### src/rtl/lfpd_pkg.sv
// ----------------------------------------------------------------------------
// lfpd_pkg
// Shared types, constants and the control store of the PID line follower
// drive block.
// ----------------------------------------------------------------------------
`default_nettype none

package lfpd_pkg;

  // Fixed field widths
  localparam int GAIN_W     = 16;
  localparam int SPEED_W    = 7;
  localparam int POS_W      = 13;
  localparam int TIME_W     = 32;
  localparam int RAMP_W     = 16;
  localparam int CORR_W     = 24;
  localparam int CMD_W      = 2;
  localparam int CFG_IDX_W  = 3;
  localparam int CFG_DATA_W = 16;
  localparam int ERR_W      = POS_W + 1;

  // Parameter defaults
  localparam int PAST_ERRORS_DEF    = 5;
  localparam int GAIN_FRAC_BITS_DEF = 16;

  // Commands
  typedef enum logic [CMD_W-1:0] {
    CMD_NONE  = 2'd0,
    CMD_START = 2'd1,
    CMD_STOP  = 2'd2,
    CMD_NOP   = 2'd3
  } cmd_t;

  // Configuration register indexes
  typedef enum logic [CFG_IDX_W-1:0] {
    REG_GAIN_P         = 3'd0,
    REG_GAIN_D         = 3'd1,
    REG_GAIN_I         = 3'd2,
    REG_TARGET_SPEED   = 3'd3,
    REG_RAMP_TIME_MS   = 3'd4,
    REG_MAX_CORRECTION = 3'd5,
    REG_MAX_SPEED      = 3'd6,
    REG_LINE_CENTER    = 3'd7
  } cfg_reg_t;

  // Register reset values
  localparam logic [GAIN_W-1:0]  GAIN_P_RST         = GAIN_W'(862);
  localparam logic [GAIN_W-1:0]  GAIN_D_RST         = GAIN_W'(11469);
  localparam logic [GAIN_W-1:0]  GAIN_I_RST         = GAIN_W'(56);
  localparam logic [SPEED_W-1:0] TARGET_SPEED_RST   = SPEED_W'(40);
  localparam logic [RAMP_W-1:0]  RAMP_TIME_RST      = RAMP_W'(3000);
  localparam logic [SPEED_W-1:0] MAX_CORRECTION_RST = SPEED_W'(40);
  localparam logic [SPEED_W-1:0] MAX_SPEED_RST      = SPEED_W'(90);
  localparam logic [POS_W-1:0]   LINE_CENTER_RST    = POS_W'(4250);

  // Edge zones of the line position
  localparam logic [POS_W-1:0] EDGE_LOW_MAX  = POS_W'(1000);
  localparam logic [POS_W-1:0] EDGE_HIGH_MIN = POS_W'(6000);
  localparam logic [POS_W-1:0] POS_FULL      = POS_W'(7000);

  // Edge speed = floor(target * 85 / 100) by reciprocal multiply
  localparam int EDGE_PERCENT = 85;
  localparam int EDGE_DEN     = 100;
  localparam int EDGE_SHIFT   = 20;
  localparam int EDGE_RECIP   = (1 << EDGE_SHIFT) / EDGE_DEN + 1;
  localparam int EDGE_MUL     = EDGE_PERCENT * EDGE_RECIP;
  localparam int EDGE_PROD_W  = SPEED_W + EDGE_SHIFT;

  // Ramp divider: quotient never exceeds the target speed
  localparam int DIV_W = RAMP_W + SPEED_W;
  localparam int K_W   = $clog2(SPEED_W);

  // Microcode
  localparam int PC_W = 4;
  typedef logic [PC_W-1:0] pc_t;

  typedef enum logic [3:0] {
    OP_LOAD,
    OP_PREP,
    OP_RAMP_MUL,
    OP_DIV_STEP,
    OP_INTEG_ADD,
    OP_BASE,
    OP_MUL_P,
    OP_MUL_D,
    OP_MUL_I,
    OP_ACC,
    OP_CLAMP_HI,
    OP_CLAMP_LO,
    OP_WHEEL_L,
    OP_WHEEL_R,
    OP_EDGE,
    OP_FINISH
  } uop_t;

  typedef enum logic [2:0] {
    C_NEVER,
    C_NO_IN,
    C_OUT_BUSY,
    C_DIV_MORE,
    C_IDX_MORE
  } cond_t;

  typedef struct packed {
    uop_t  op;
    cond_t cond;
    pc_t   target;
  } uword_t;

  localparam pc_t PC_IDLE   = pc_t'(0);
  localparam pc_t PC_DIV    = pc_t'(3);
  localparam pc_t PC_INTEG  = pc_t'(4);
  localparam pc_t PC_FINISH = pc_t'(15);
  localparam int  UCODE_LEN = 1 << PC_W;

  // Control store: jump to target when the condition holds, else advance
  localparam uword_t UCODE [UCODE_LEN] = '{
    '{op: OP_LOAD,      cond: C_NO_IN,    target: PC_IDLE},
    '{op: OP_PREP,      cond: C_NEVER,    target: PC_IDLE},
    '{op: OP_RAMP_MUL,  cond: C_NEVER,    target: PC_IDLE},
    '{op: OP_DIV_STEP,  cond: C_DIV_MORE, target: PC_DIV},
    '{op: OP_INTEG_ADD, cond: C_IDX_MORE, target: PC_INTEG},
    '{op: OP_BASE,      cond: C_NEVER,    target: PC_IDLE},
    '{op: OP_MUL_P,     cond: C_NEVER,    target: PC_IDLE},
    '{op: OP_MUL_D,     cond: C_NEVER,    target: PC_IDLE},
    '{op: OP_MUL_I,     cond: C_NEVER,    target: PC_IDLE},
    '{op: OP_ACC,       cond: C_NEVER,    target: PC_IDLE},
    '{op: OP_CLAMP_HI,  cond: C_NEVER,    target: PC_IDLE},
    '{op: OP_CLAMP_LO,  cond: C_NEVER,    target: PC_IDLE},
    '{op: OP_WHEEL_L,   cond: C_NEVER,    target: PC_IDLE},
    '{op: OP_WHEEL_R,   cond: C_NEVER,    target: PC_IDLE},
    '{op: OP_EDGE,      cond: C_NEVER,    target: PC_IDLE},
    '{op: OP_FINISH,    cond: C_OUT_BUSY, target: PC_FINISH}
  };

endpackage

`default_nettype wire

### src/rtl/line_follow_pid_drive.sv
// ----------------------------------------------------------------------------
// line_follow_pid_drive
// PID line follower with differential drive, run by a microcoded sequencer
// over one shared multiplier, a restoring divider and a small accumulator.
// ----------------------------------------------------------------------------
// One item is processed at a time: a new input is taken only after the
// result of the last one is registered. The microprogram runs seven
// restoring divide steps for the speed ramp, one accumulate step per stored
// error for the windowed integral, and the ramp product and three gain
// products through the single shared multiplier. If the previous result
// has not been taken, the last step waits and the item completes once the
// output register frees.
`default_nettype none

module line_follow_pid_drive #(
  parameter int PAST_ERRORS    = lfpd_pkg::PAST_ERRORS_DEF,
  parameter int GAIN_FRAC_BITS = lfpd_pkg::GAIN_FRAC_BITS_DEF
) (
  input  wire                                  clk,
  input  wire                                  rst_n,
  // configuration write port
  input  wire                                  cfg_we,
  input  wire  [lfpd_pkg::CFG_IDX_W-1:0]       cfg_index,
  input  wire  [lfpd_pkg::CFG_DATA_W-1:0]      cfg_wdata,
  // input channel
  input  wire                                  in_valid,
  output logic                                 in_ready,
  input  wire  [lfpd_pkg::CMD_W-1:0]           in_command,
  input  wire  [lfpd_pkg::TIME_W-1:0]          in_now_ms,
  input  wire  [lfpd_pkg::POS_W-1:0]           in_line_position,
  // result channel
  output logic                                 out_valid,
  input  wire                                  out_ready,
  output logic [lfpd_pkg::SPEED_W-1:0]         out_left_speed,
  output logic [lfpd_pkg::SPEED_W-1:0]         out_right_speed,
  output logic signed [lfpd_pkg::CORR_W-1:0]   out_correction_q16,
  output logic                                 out_running
);
  import lfpd_pkg::*;

  // Datapath widths
  localparam int INTEG_W  = POS_W + $clog2(PAST_ERRORS + 2) + 1;
  localparam int MA_W     = GAIN_W + 1;
  localparam int PROD_W   = MA_W + INTEG_W;
  localparam int ACC_W    = (PROD_W + 2 > GAIN_FRAC_BITS + SPEED_W + 2) ?
                            PROD_W + 2 : GAIN_FRAC_BITS + SPEED_W + 2;
  localparam int IDX_W    = (PAST_ERRORS > 1) ? $clog2(PAST_ERRORS) : 1;
  localparam logic [IDX_W-1:0] IDX_LAST = IDX_W'(PAST_ERRORS - 1);

  // Configuration registers
  logic [GAIN_W-1:0]  cfg_gain_p_r, cfg_gain_d_r, cfg_gain_i_r;
  logic [SPEED_W-1:0] cfg_target_r, cfg_max_corr_r, cfg_max_speed_r;
  logic [RAMP_W-1:0]  cfg_ramp_r;
  logic [POS_W-1:0]   cfg_center_r;

  // Sequencer
  pc_t    pc_r, pc_nxt;
  uword_t ctl;
  logic   cond_met;

  // Block state
  logic                    run_r;
  logic [TIME_W-1:0]       start_r;
  logic [SPEED_W-1:0]      base_r;
  logic signed [ERR_W-1:0] past_r [PAST_ERRORS];
  logic                    out_valid_r;

  // Working registers
  logic [TIME_W-1:0]         now_r;
  logic [POS_W-1:0]          pos_r;
  logic [RAMP_W-1:0]         elap_r;
  logic                      ramp_ok_r;
  logic                      edge_r;
  logic [SPEED_W-1:0]        edge_base_r;
  logic signed [ERR_W-1:0]   err_r;
  logic signed [INTEG_W-1:0] integ_r, deriv_r;
  logic [IDX_W-1:0]          idx_r;
  logic [DIV_W-1:0]          rem_r;
  logic [SPEED_W-1:0]        quot_r;
  logic [K_W-1:0]            k_r;
  logic signed [PROD_W-1:0]  prod_r;
  logic signed [ACC_W-1:0]   acc_r;
  logic [SPEED_W-1:0]        left_spd_r, right_spd_r;
  logic [SPEED_W-1:0]        out_left_r, out_right_r;
  logic [CORR_W-1:0]         out_corr_r;
  logic                      out_running_r;

  // Combinational datapath
  logic                      in_xfer, out_busy, finish_go, run_new;
  logic [TIME_W-1:0]         elapsed;
  logic [EDGE_PROD_W-1:0]    edge_prod;
  logic [DIV_W-1:0]          div_cmp;
  logic signed [MA_W-1:0]    mul_a;
  logic signed [INTEG_W-1:0] mul_b;
  logic signed [PROD_W-1:0]  mul_p;
  logic signed [ACC_W-1:0]   lim_s, bq_s, smax_s, wheel_sum;
  logic [SPEED_W-1:0]        wheel_spd;

  // Fetch the control word and pick the next step
  assign ctl = UCODE[pc_r];

  always_comb begin
    unique case (ctl.cond)
      C_NEVER:    cond_met = 1'b0;
      C_NO_IN:    cond_met = !in_valid;
      C_OUT_BUSY: cond_met = out_busy;
      C_DIV_MORE: cond_met = (k_r != '0);
      C_IDX_MORE: cond_met = (idx_r != IDX_LAST);
      default:    cond_met = 1'b0;
    endcase
    pc_nxt = cond_met ? ctl.target : pc_r + pc_t'(1);
  end

  // Handshakes
  assign in_ready  = (ctl.op == OP_LOAD);
  assign in_xfer   = in_valid && in_ready;
  assign out_busy  = out_valid_r && !out_ready;
  assign finish_go = (ctl.op == OP_FINISH) && !out_busy;

  // Apply the command of the incoming transfer
  always_comb begin
    case (cmd_t'(in_command))
      CMD_START: run_new = 1'b1;
      CMD_STOP:  run_new = 1'b0;
      default:   run_new = run_r;
    endcase
  end

  // Ramp time and edge speed
  assign elapsed   = now_r - start_r;
  assign edge_prod = EDGE_PROD_W'(cfg_target_r) * EDGE_PROD_W'(EDGE_MUL);
  assign div_cmp   = DIV_W'(cfg_ramp_r) << k_r;

  // Shared multiplier operand selection
  always_comb begin
    case (ctl.op)
      OP_RAMP_MUL: begin
        mul_a = $signed({1'b0, elap_r});
        mul_b = $signed(INTEG_W'(cfg_target_r));
      end
      OP_MUL_D: begin
        mul_a = $signed({1'b0, cfg_gain_d_r});
        mul_b = deriv_r;
      end
      OP_MUL_I: begin
        mul_a = $signed({1'b0, cfg_gain_i_r});
        mul_b = integ_r;
      end
      default: begin
        mul_a = $signed({1'b0, cfg_gain_p_r});
        mul_b = INTEG_W'(err_r);
      end
    endcase
  end

  assign mul_p = mul_a * mul_b;

  // Clamp limits and wheel speed unit
  assign lim_s     = $signed(ACC_W'(cfg_max_corr_r) << GAIN_FRAC_BITS);
  assign bq_s      = $signed(ACC_W'(base_r) << GAIN_FRAC_BITS);
  assign smax_s    = $signed(ACC_W'(cfg_max_speed_r) << GAIN_FRAC_BITS);
  assign wheel_sum = bq_s + ((ctl.op == OP_WHEEL_L) ? -acc_r : acc_r);

  always_comb begin
    if (wheel_sum < 0) begin
      wheel_spd = '0;
    end else if (wheel_sum > smax_s) begin
      wheel_spd = cfg_max_speed_r;
    end else begin
      wheel_spd = wheel_sum[GAIN_FRAC_BITS +: SPEED_W];
    end
  end

  // Control state, configuration and stored history
  always_ff @(posedge clk) begin
    if (!rst_n) begin
      cfg_gain_p_r    <= GAIN_P_RST;
      cfg_gain_d_r    <= GAIN_D_RST;
      cfg_gain_i_r    <= GAIN_I_RST;
      cfg_target_r    <= TARGET_SPEED_RST;
      cfg_ramp_r      <= RAMP_TIME_RST;
      cfg_max_corr_r  <= MAX_CORRECTION_RST;
      cfg_max_speed_r <= MAX_SPEED_RST;
      cfg_center_r    <= LINE_CENTER_RST;
      pc_r            <= PC_IDLE;
      run_r           <= 1'b0;
      start_r         <= '0;
      base_r          <= '0;
      out_valid_r     <= 1'b0;
      for (int i = 0; i < PAST_ERRORS; i++) begin
        past_r[i] <= '0;
      end
    end else begin
      // register writes
      if (cfg_we) begin
        unique case (cfg_reg_t'(cfg_index))
          REG_GAIN_P:         cfg_gain_p_r    <= cfg_wdata[GAIN_W-1:0];
          REG_GAIN_D:         cfg_gain_d_r    <= cfg_wdata[GAIN_W-1:0];
          REG_GAIN_I:         cfg_gain_i_r    <= cfg_wdata[GAIN_W-1:0];
          REG_TARGET_SPEED:   cfg_target_r    <= cfg_wdata[SPEED_W-1:0];
          REG_RAMP_TIME_MS:   cfg_ramp_r      <= cfg_wdata[RAMP_W-1:0];
          REG_MAX_CORRECTION: cfg_max_corr_r  <= cfg_wdata[SPEED_W-1:0];
          REG_MAX_SPEED:      cfg_max_speed_r <= cfg_wdata[SPEED_W-1:0];
          REG_LINE_CENTER:    cfg_center_r    <= cfg_wdata[POS_W-1:0];
        endcase
      end

      pc_r <= pc_nxt;

      // run flag and start time on transfer
      if (in_xfer) begin
        run_r <= run_new;
        if (start_r == '0 && run_new) begin
          start_r <= in_now_ms;
        end
      end

      // ramp base speed, then age the error history
      if (ctl.op == OP_BASE) begin
        if (ramp_ok_r) begin
          base_r <= (cfg_ramp_r == '0) ? cfg_target_r : quot_r;
        end
        for (int i = PAST_ERRORS - 1; i > 0; i--) begin
          past_r[i] <= past_r[i-1];
        end
        past_r[0] <= err_r;
      end

      // base speed for the next period
      if (ctl.op == OP_EDGE) begin
        base_r <= edge_r ? edge_base_r : cfg_target_r;
      end

      // drop the result once taken, raise it when a new one lands
      if (out_valid_r && out_ready) begin
        out_valid_r <= 1'b0;
      end
      if (finish_go) begin
        out_valid_r <= 1'b1;
        if (!run_r) begin
          start_r <= '0;
        end
      end
    end
  end

  // Datapath registers
  always_ff @(posedge clk) begin
    case (ctl.op)
      OP_LOAD: begin
        if (in_xfer) begin
          now_r <= in_now_ms;
          pos_r <= in_line_position;
        end
      end
      OP_PREP: begin
        elap_r      <= elapsed[RAMP_W-1:0];
        ramp_ok_r   <= (elapsed[TIME_W-1:RAMP_W] == '0) &&
                       (elapsed[RAMP_W-1:0] <= cfg_ramp_r);
        err_r       <= $signed({1'b0, cfg_center_r}) - $signed({1'b0, pos_r});
        edge_r      <= ((pos_r != '0) && (pos_r <= EDGE_LOW_MAX)) ||
                       ((pos_r >= EDGE_HIGH_MIN) && (pos_r < POS_FULL));
        edge_base_r <= edge_prod[EDGE_SHIFT +: SPEED_W];
      end
      OP_RAMP_MUL: begin
        rem_r   <= mul_p[DIV_W-1:0];
        quot_r  <= '0;
        k_r     <= K_W'(SPEED_W - 1);
        integ_r <= INTEG_W'(err_r) + INTEG_W'(err_r);
        deriv_r <= INTEG_W'(err_r) - INTEG_W'(past_r[0]);
        idx_r   <= '0;
      end
      OP_DIV_STEP: begin
        if (rem_r >= div_cmp) begin
          rem_r       <= rem_r - div_cmp;
          quot_r[k_r] <= 1'b1;
        end
        k_r <= k_r - K_W'(1);
      end
      OP_INTEG_ADD: begin
        integ_r <= integ_r + INTEG_W'(past_r[idx_r]);
        idx_r   <= idx_r + IDX_W'(1);
      end
      OP_BASE: begin
        acc_r <= '0;
      end
      OP_MUL_P: begin
        prod_r <= mul_p;
      end
      OP_MUL_D, OP_MUL_I: begin
        acc_r  <= acc_r + ACC_W'(prod_r);
        prod_r <= mul_p;
      end
      OP_ACC: begin
        acc_r <= acc_r + ACC_W'(prod_r);
      end
      OP_CLAMP_HI: begin
        if (acc_r > lim_s) begin
          acc_r <= lim_s;
        end
      end
      OP_CLAMP_LO: begin
        if (acc_r < -lim_s) begin
          acc_r <= -lim_s;
        end
      end
      OP_WHEEL_L: begin
        left_spd_r <= wheel_spd;
      end
      OP_WHEEL_R: begin
        right_spd_r <= wheel_spd;
      end
      OP_FINISH: begin
        if (finish_go) begin
          out_left_r    <= run_r ? left_spd_r : '0;
          out_right_r   <= run_r ? right_spd_r : '0;
          out_corr_r    <= acc_r[CORR_W-1:0];
          out_running_r <= run_r;
        end
      end
      default: begin
      end
    endcase
  end

  // Result ports
  assign out_valid          = out_valid_r;
  assign out_left_speed     = out_left_r;
  assign out_right_speed    = out_right_r;
  assign out_correction_q16 = $signed(out_corr_r);
  assign out_running        = out_running_r;

  // Checks
  a_out_from_finish: assert property (@(posedge clk) disable iff (!rst_n)
    $rose(out_valid_r) |-> ($past(ctl.op) == OP_FINISH))
    else $error("result raised outside the final step");

  a_stopped_zero: assert property (@(posedge clk) disable iff (!rst_n)
    (out_valid_r && !out_running_r) |-> (out_left_r == '0 && out_right_r == '0))
    else $error("wheel speed nonzero while stopped");

  a_corr_low_clamp: assert property (@(posedge clk) disable iff (!rst_n)
    (ctl.op == OP_WHEEL_L) |-> (acc_r >= -$past(lim_s)))
    else $error("correction below its clamp at the wheel step");

  a_div_exit: assert property (@(posedge clk) disable iff (!rst_n)
    (ctl.op == OP_DIV_STEP && k_r == '0) |=> (ctl.op == OP_INTEG_ADD))
    else $error("divider loop did not exit to the integral walk");

  a_one_at_a_time: assert property (@(posedge clk) disable iff (!rst_n)
    (in_valid && in_ready) |=> !in_ready)
    else $error("second input taken while an item is in work");

endmodule

`default_nettype wire

### config.mk
export PLATFORM = sky130hd
export DESIGN_NAME = line_follow_pid_drive
export DESIGN_NICKNAME = d
export VERILOG_FILES = /design/src/rtl/lfpd_pkg.sv /design/src/rtl/line_follow_pid_drive.sv
export SDC_FILE = /design/constraint.sdc
export NUM_CORES = 2
export LEC_CHECK = 0
export BUFFER_PORTS_ARGS = -buffer_cell sky130_fd_sc_hd__buf_2
export CORE_MARGIN = 1.5
export CORE_UTILIZATION = 40
export CTS_CLUSTER_DIAMETER = 30
export DETAILED_ROUTE_END_ITERATION = 10
export SLEW_MARGIN = 20
export SYNTH_ARGS = -nofsm -noshare
export SYNTH_HDL_FRONTEND = slang
export SYNTH_SLANG_ARGS = --single-unit
export TNS_END_PERCENT = 10
### constraint.sdc
create_clock -name clk -period 18 [get_ports clk]
set_clock_uncertainty 0.2 [all_clocks]
set_input_delay 2.7 -clock clk [delete_from_list [all_inputs] [get_ports clk]]
set_output_delay 2.7 -clock clk [all_outputs]
set_load 0.005 [all_outputs]
# ---- Yosys cells after proc, flatten, opt, wreduce, memory -nomap -nowiden
# Memory sizes are Yosys's and may differ from the RTL's. A register that Yosys moved wholly into a read port is not among the register bits.
# Index checks and enable logic that the tools add are counted.
dict set report word_totals {
  ff_bits 420
  romBits 176
  memories 2
  mem_bits_rw 70
  word_cells 187
}
dict set report op_classes {
  bitwise 7
  eq_ne 32
  n_addsub 13
  n_lt_le_gt_ge 12
  n_shift 1
  n_mul 2
  n_reduce_logical 41
  n_mux 43
}
# name words word_bits read_ports rd_clocked_by_memory_dff wr line_no
set mem_list {}
lappend mem_list {{(name not given)} 16 11 1 0 0 line_follow_pid_drive.sv:100} ;# assign ctl = UCODE[pc_r];
lappend mem_list {past_r 5 14 5 1 5 line_follow_pid_drive.sv:65} ;# logic signed [ERR_W-1:0] past_r [PAST_ERRORS];
# cell count
set ops {}
lappend ops {{36-bit case mux with 4 select lines} 1}
lappend ops {{32-bit 2-to-1 mux} 4}
lappend ops {{36-bit 2-to-1 mux} 3}
lappend ops {{36-bit by 24-bit greater-than comparator with 1-bit output} 2}
lappend ops {{14-bit 2-to-1 mux} 5}
lappend ops {{7-bit 2-to-1 mux} 8}
lappend ops {{17-bit case mux with 3 select lines} 1}
lappend ops {{16-bit case mux with 3 select lines} 1}
lappend ops {{23-bit case mux with 2 select lines} 1}
lappend ops {{24-bit by 36-bit adder with 36-bit output} 1}
lappend ops {{36-bit by 34-bit adder with 36-bit output} 1}
lappend ops {{36-bit by 1-bit < comparator with 1-bit output (second input constant)} 1}
lappend ops {{36-bit < comparator} 1}
lappend ops {{23-bit negator with 36-bit output} 1}
lappend ops {{36-bit negator} 1}
lappend ops {{17-bit by 17-bit multiplier with 34-bit output} 1}
lappend ops {{17-bit case mux with 2 select lines} 1}
lappend ops {{4-bit equality test (second input constant)} 8}
lappend ops {{16-bit logical NOT} 2}
lappend ops {{32-bit logical NOT} 1}
lappend ops {{32-bit subtractor} 1}
lappend ops {{7-bit by 19-bit multiplier with 26-bit output (second input constant)} 1}
lappend ops {{2-bit AND reduction} 12}
lappend ops {{23-bit >= comparator} 1}
lappend ops {{50 further kinds} 91}

# ---- Depth between registers and ports, before layout
dict set report logic_depth {
  ltp_word 10
  ltp_mapped 33
  ltp_nobuf 29
}

# ---- Worst setup path after synthesis
# No wires, ideal clock.
dict set report synth_path {
  path_kind {flip-flop to flip-flop}
  start {register pc_r[0]}
  end {register prod_r[33], data pin}
  arrival_time_ns 7.519
  slack_ns 10.021
  setup_time_ns 0.259
  path_buffers 4
  stages_incl_launch_ff 30
  required_time_ns 17.541
  period_less_slack_ns 7.979
  path_cell_list {dfxtp_1 -> ha_1 -> and3_1 -> clkbuf_1 -> or3_1 -> clkbuf_1 -> clkbuf_1 -> o21ai_1 -> clkbuf_1 -> nand2_1 -> fa_1 -> fa_1 -> inv_1 -> fa_1 -> fa_1 -> fa_1 -> inv_1 -> fa_1 -> inv_1 -> ha_1 -> a21o_1 -> a21o_1 -> a21oi_1 -> nand2_1 -> a211o_1 -> nand3_1 -> o21ai_0 -> a41o_1 -> a21oi_1 -> xnor2_1}
}
dict set report synth_via {
  elab_chain_cells 7
  elab_cells_between_ends 10
  cone_classes {mul (1); eq/ne (3); mux (4); bitwise (1); memory (1)}
}
# element line_no
set synth_rtl {}
lappend synth_rtl {{from (decl)} line_follow_pid_drive.sv:57} ;# pc_t pc_r, pc_nxt;
lappend synth_rtl {{from (signal assigned)} line_follow_pid_drive.sv:208} ;# pc_r <= pc_nxt;
lappend synth_rtl {{4-bit inverter with 5-bit output (implied by the code) *} line_follow_pid_drive.sv:100}
lappend synth_rtl {{memory 16 x 11 bit *} n/a}
lappend synth_rtl {{11-bit 2-to-1 mux (implied by the code) * (2 in a row)} line_follow_pid_drive.sv:100}
lappend synth_rtl {{4-bit equality test (tied with other cells)} line_follow_pid_drive.sv:136} ;# case (ctl.op)
lappend synth_rtl {{16-bit case mux with 3 select lines / 17-bit case mux with 3 select lines (equally long branches)} line_follow_pid_drive.sv:136}
lappend synth_rtl {{17-bit by 17-bit multiplier with 34-bit output *} line_follow_pid_drive.sv:156} ;# assign mul_p = mul_a * mul_b;
lappend synth_rtl {{net mul_p[33]} line_follow_pid_drive.sv:95} ;# logic signed [PROD_W-1:0] mul_p;
lappend synth_rtl {{to (signal assigned)} line_follow_pid_drive.sv:288} ;# prod_r <= mul_p;
lappend synth_rtl {{to (signal assigned)} line_follow_pid_drive.sv:292} ;# prod_r <= mul_p;
lappend synth_rtl {{to (decl)} line_follow_pid_drive.sv:81} ;# logic signed [PROD_W-1:0] prod_r;
# Mark *: on every way through the listed nets, which the timed path passes. The rest lies on a longest branch. The select of a mux whose other input is x is not followed.
# A chain may end at the register's enable or synchronous reset.

# ---- Final worst setup path
# Ends and elaborated chain as after synthesis.

==> impl_metrics.yaml <==
sta:
  slew_violations: 0
  fin_crit_sh_pct: 50.9
  max_freq_mhz: 109
  slew_headroom_pct: 27.1
  setup_violations: 0
  final_hold_viol_count: 0
  rsz0062_at_grt: "no"
  final.min_clock_period_ps: 9160
  fin_setup_tns_ps: 0
  worst_pin_slew_ps: 1090
drt:
  drc: 0
  ant_nets: 0
  firstDrtPassIters: 7
  num_vias: 30163
  drt_wl_total_um: 108000
  viasPerCell: 5.36
  drt-initial-drc-count: 2216
  wire_per_inst_um: 19.3
synth:
  syn_area_per_cell_um2: 9.51
  ys.warnings.count: 0
  synth_top_area_share_pct: 26.3
  syn-num-nets: 4844
  synth_area_leaders: "edfxtp_1 (26%), fa_1 (13%), ha_1 (12%), dfxtp_1 (7.4%), inv_1 (4.8%)"
  yosysSeqAreaShare_pct: 33.8
  synthMostInstantiatedCell: "inv_1"
  synth_edf_count: 345
  syn_area_mm2: 0.0393
  synth_ff_type: "edfxtp_1"
  synth_common_cells: "inv_1 (504), nand2_1 (471), ha_1 (392), nor2_1 (364), edfxtp_1 (345)"
  synth_cell_types: 80
  ys_ff_latch: 491
  synthArstFlopShare_pct: 0
  synth_top_area_cell: "edfxtp_1"
  synthCells: 4135
critical_path:
  crit_path_frequent_cell: "fa_1"
  crit_type: "flop to flop"
  critical_path.max_stage_delay_ps: 890
  endpoint_kind: "flop"
  startpoint_type: "flop"
  cp.required_ps: 18170
  worstPathArrival_ps: 9330
  crit_slowest_cell: "o21ai_1"
  cp_max_fo: 62
cts:
  clkTransAtPathRegs_ps: 50
  clockBufferDepth: 3
  post_cts_buffers: 0
  cts_resized: 0
  cts_tree: "done"
  postCtsHoldBufs: 0
  clock-sinks: 491
  root_buffer: "clkbuf_16"
  clk_latency_ps: 680
  htree_num_levels: 3
  cts_buffers: 107
layout:
  fin_nets: 4960
  final_core_utilization_pct: 46.4
  n_fill_cell: 9303
  final_area_mm2: 0.0450
  drive_gt1_share_pct: 9.78
  area_growth_pct: 14.4
grt:
  grt-ovfl-total: 0
  antenna_found_initial: 3
  grt_usage_pct: 21.8
  grt_max_degree: 106
  grt_first_pass_wirelength_um: 170000
  grt_pass1_vias: 29753
floorplanning:
  dieHeight_um: 317
  die_x_um: 317
  coreArea_mm2: 0.0970
  num_rows: 114
  initial_core_util_pct: 40.5
  die-area_mm2: 0.100
  top_level_ports: 112
run_status:
  status: "finished clean"
placement:
  dpl_cell_area_mm2: 0.0413
  io_buffers: 111
  gp_congestion: 0.949
  dpl.hpwl_um: 83600
hold_path:
  hold_class: "flop to flop"
run:
  drv_cap: 0
-- flip-flops by register name, summed over array words and instances, names as in the netlist, 13 cells and up, named ones only --
| name | flops |
|---|---|
| now_r | 32 |
| prod_r | 34 |
| elap_r | 16 |
| out_correction_q16 | 24 |
| acc_r | 36 |
| err_r | 14 |
| cfg_gain_p_r | 16 |
| deriv_r | 15 |
| cfg_center_r | 13 |
| start_r | 32 |
| cfg_gain_d_r | 16 |
| cfg_gain_i_r | 16 |
| rem_r | 23 |
| cfg_ramp_r | 16 |
| pos_r | 13 |
| integ_r | 17 |
| past_r | 70 |
-- worst paths after layout --
path	end	slack, ps	from	depth (start not counted)
min reg2reg	cfg_gain_i_r[13]	270	cfg_gain_i_r[13]	2
max reg2reg	prod_r[33]	8840	pc_r[0]	29
min	cfg_gain_i_r[13]	270	cfg_gain_i_r[13]	2
max	prod_r[33]	8840	pc_r[0]	29
-- critical path: cells and delay by family (launching register included) --
| kind | cells | cell delay, ps |
|---|---|---|
| fa+ha+maj | 8 | 3750 |
| compound gates | 8 | 2360 |
| simple gates | 5 | 1140 |
| buf+inv | 7 | 850 |
| flops | 1 | 410 |
| xor+xnor | 1 | 100 |
-- metrics by stage --
step / setup slack [ps] / std cells / hold WS (ps)
after floorplan: 10020 / 4135 / 240
after global placement: 9070 / 5418 / 254
after detailed placement: 9020 / 5418 / 256
after global routing: 8320 / 5623 / 283
after CTS: 8930 / 5621 / 264
final: 8840 / 5623 / 270
-- cells in the final DEF, fill, tap and decap left out, types with 24 or more instances in the layout --
cell type / instances
nor2_1: 364
o21a_1: 37
nand2_1: 470
a21oi_1: 186
buf_2: 111
fa_1: 246
and2_1: 96
a222oi_1: 24
nand4_1: 26
xor2_1: 51
edfxtp_1: 345
a21boi_0: 75
clkbuf_16: 109
ha_1: 392
xnor2_1: 107
dfxtp_1: 145
inv_1: 503
a21o_1: 71
nand3_1: 80
nand2b_1: 47
buf_4: 41
nor4_1: 37
o21ai_0: 168
mux2i_1: 34
nor2b_1: 40
nor3_1: 69
o211ai_1: 27
-- cells by family after synthesis --
group / count (synthesis) / synth area share (%)
and+or+nand+nor: 1335 / 15.8
buffers and inverters: 651 / 6.27
muxes: 75 / 2.67
xor gates and xnor gates: 158 / 3.52
adders and majority gates: 638 / 25.0
AOI/OAI and AO/OA: 787 / 13.0
DFF: 491 / 33.8
-- area by class of cell --
cell class              count  area [um2]  area share (%)
clock inverters            79         907            2.02
repair buffers            152         863            1.92
diodes                      2        5.00          0.0111
flip-flops and latches    491       13300            29.5
well taps                1276        1600            3.55
inverters                 506        1900            4.22
clock buffers             124        2810            6.25
multi-input cells        2993       23600            52.5
-- metal layers --
metal	track usage [%]	vias up	share of wire (%)
li1	-	14568	-
met5	0	-	0.0074
met1	30.3	14580	46
met4	7.33	2	2.9
met3	3.26	173	5.5
met2	34.8	840	45
Power is not shown: default switching activity piles up to over one toggle a cycle in this logic, so the estimate is an artifact.
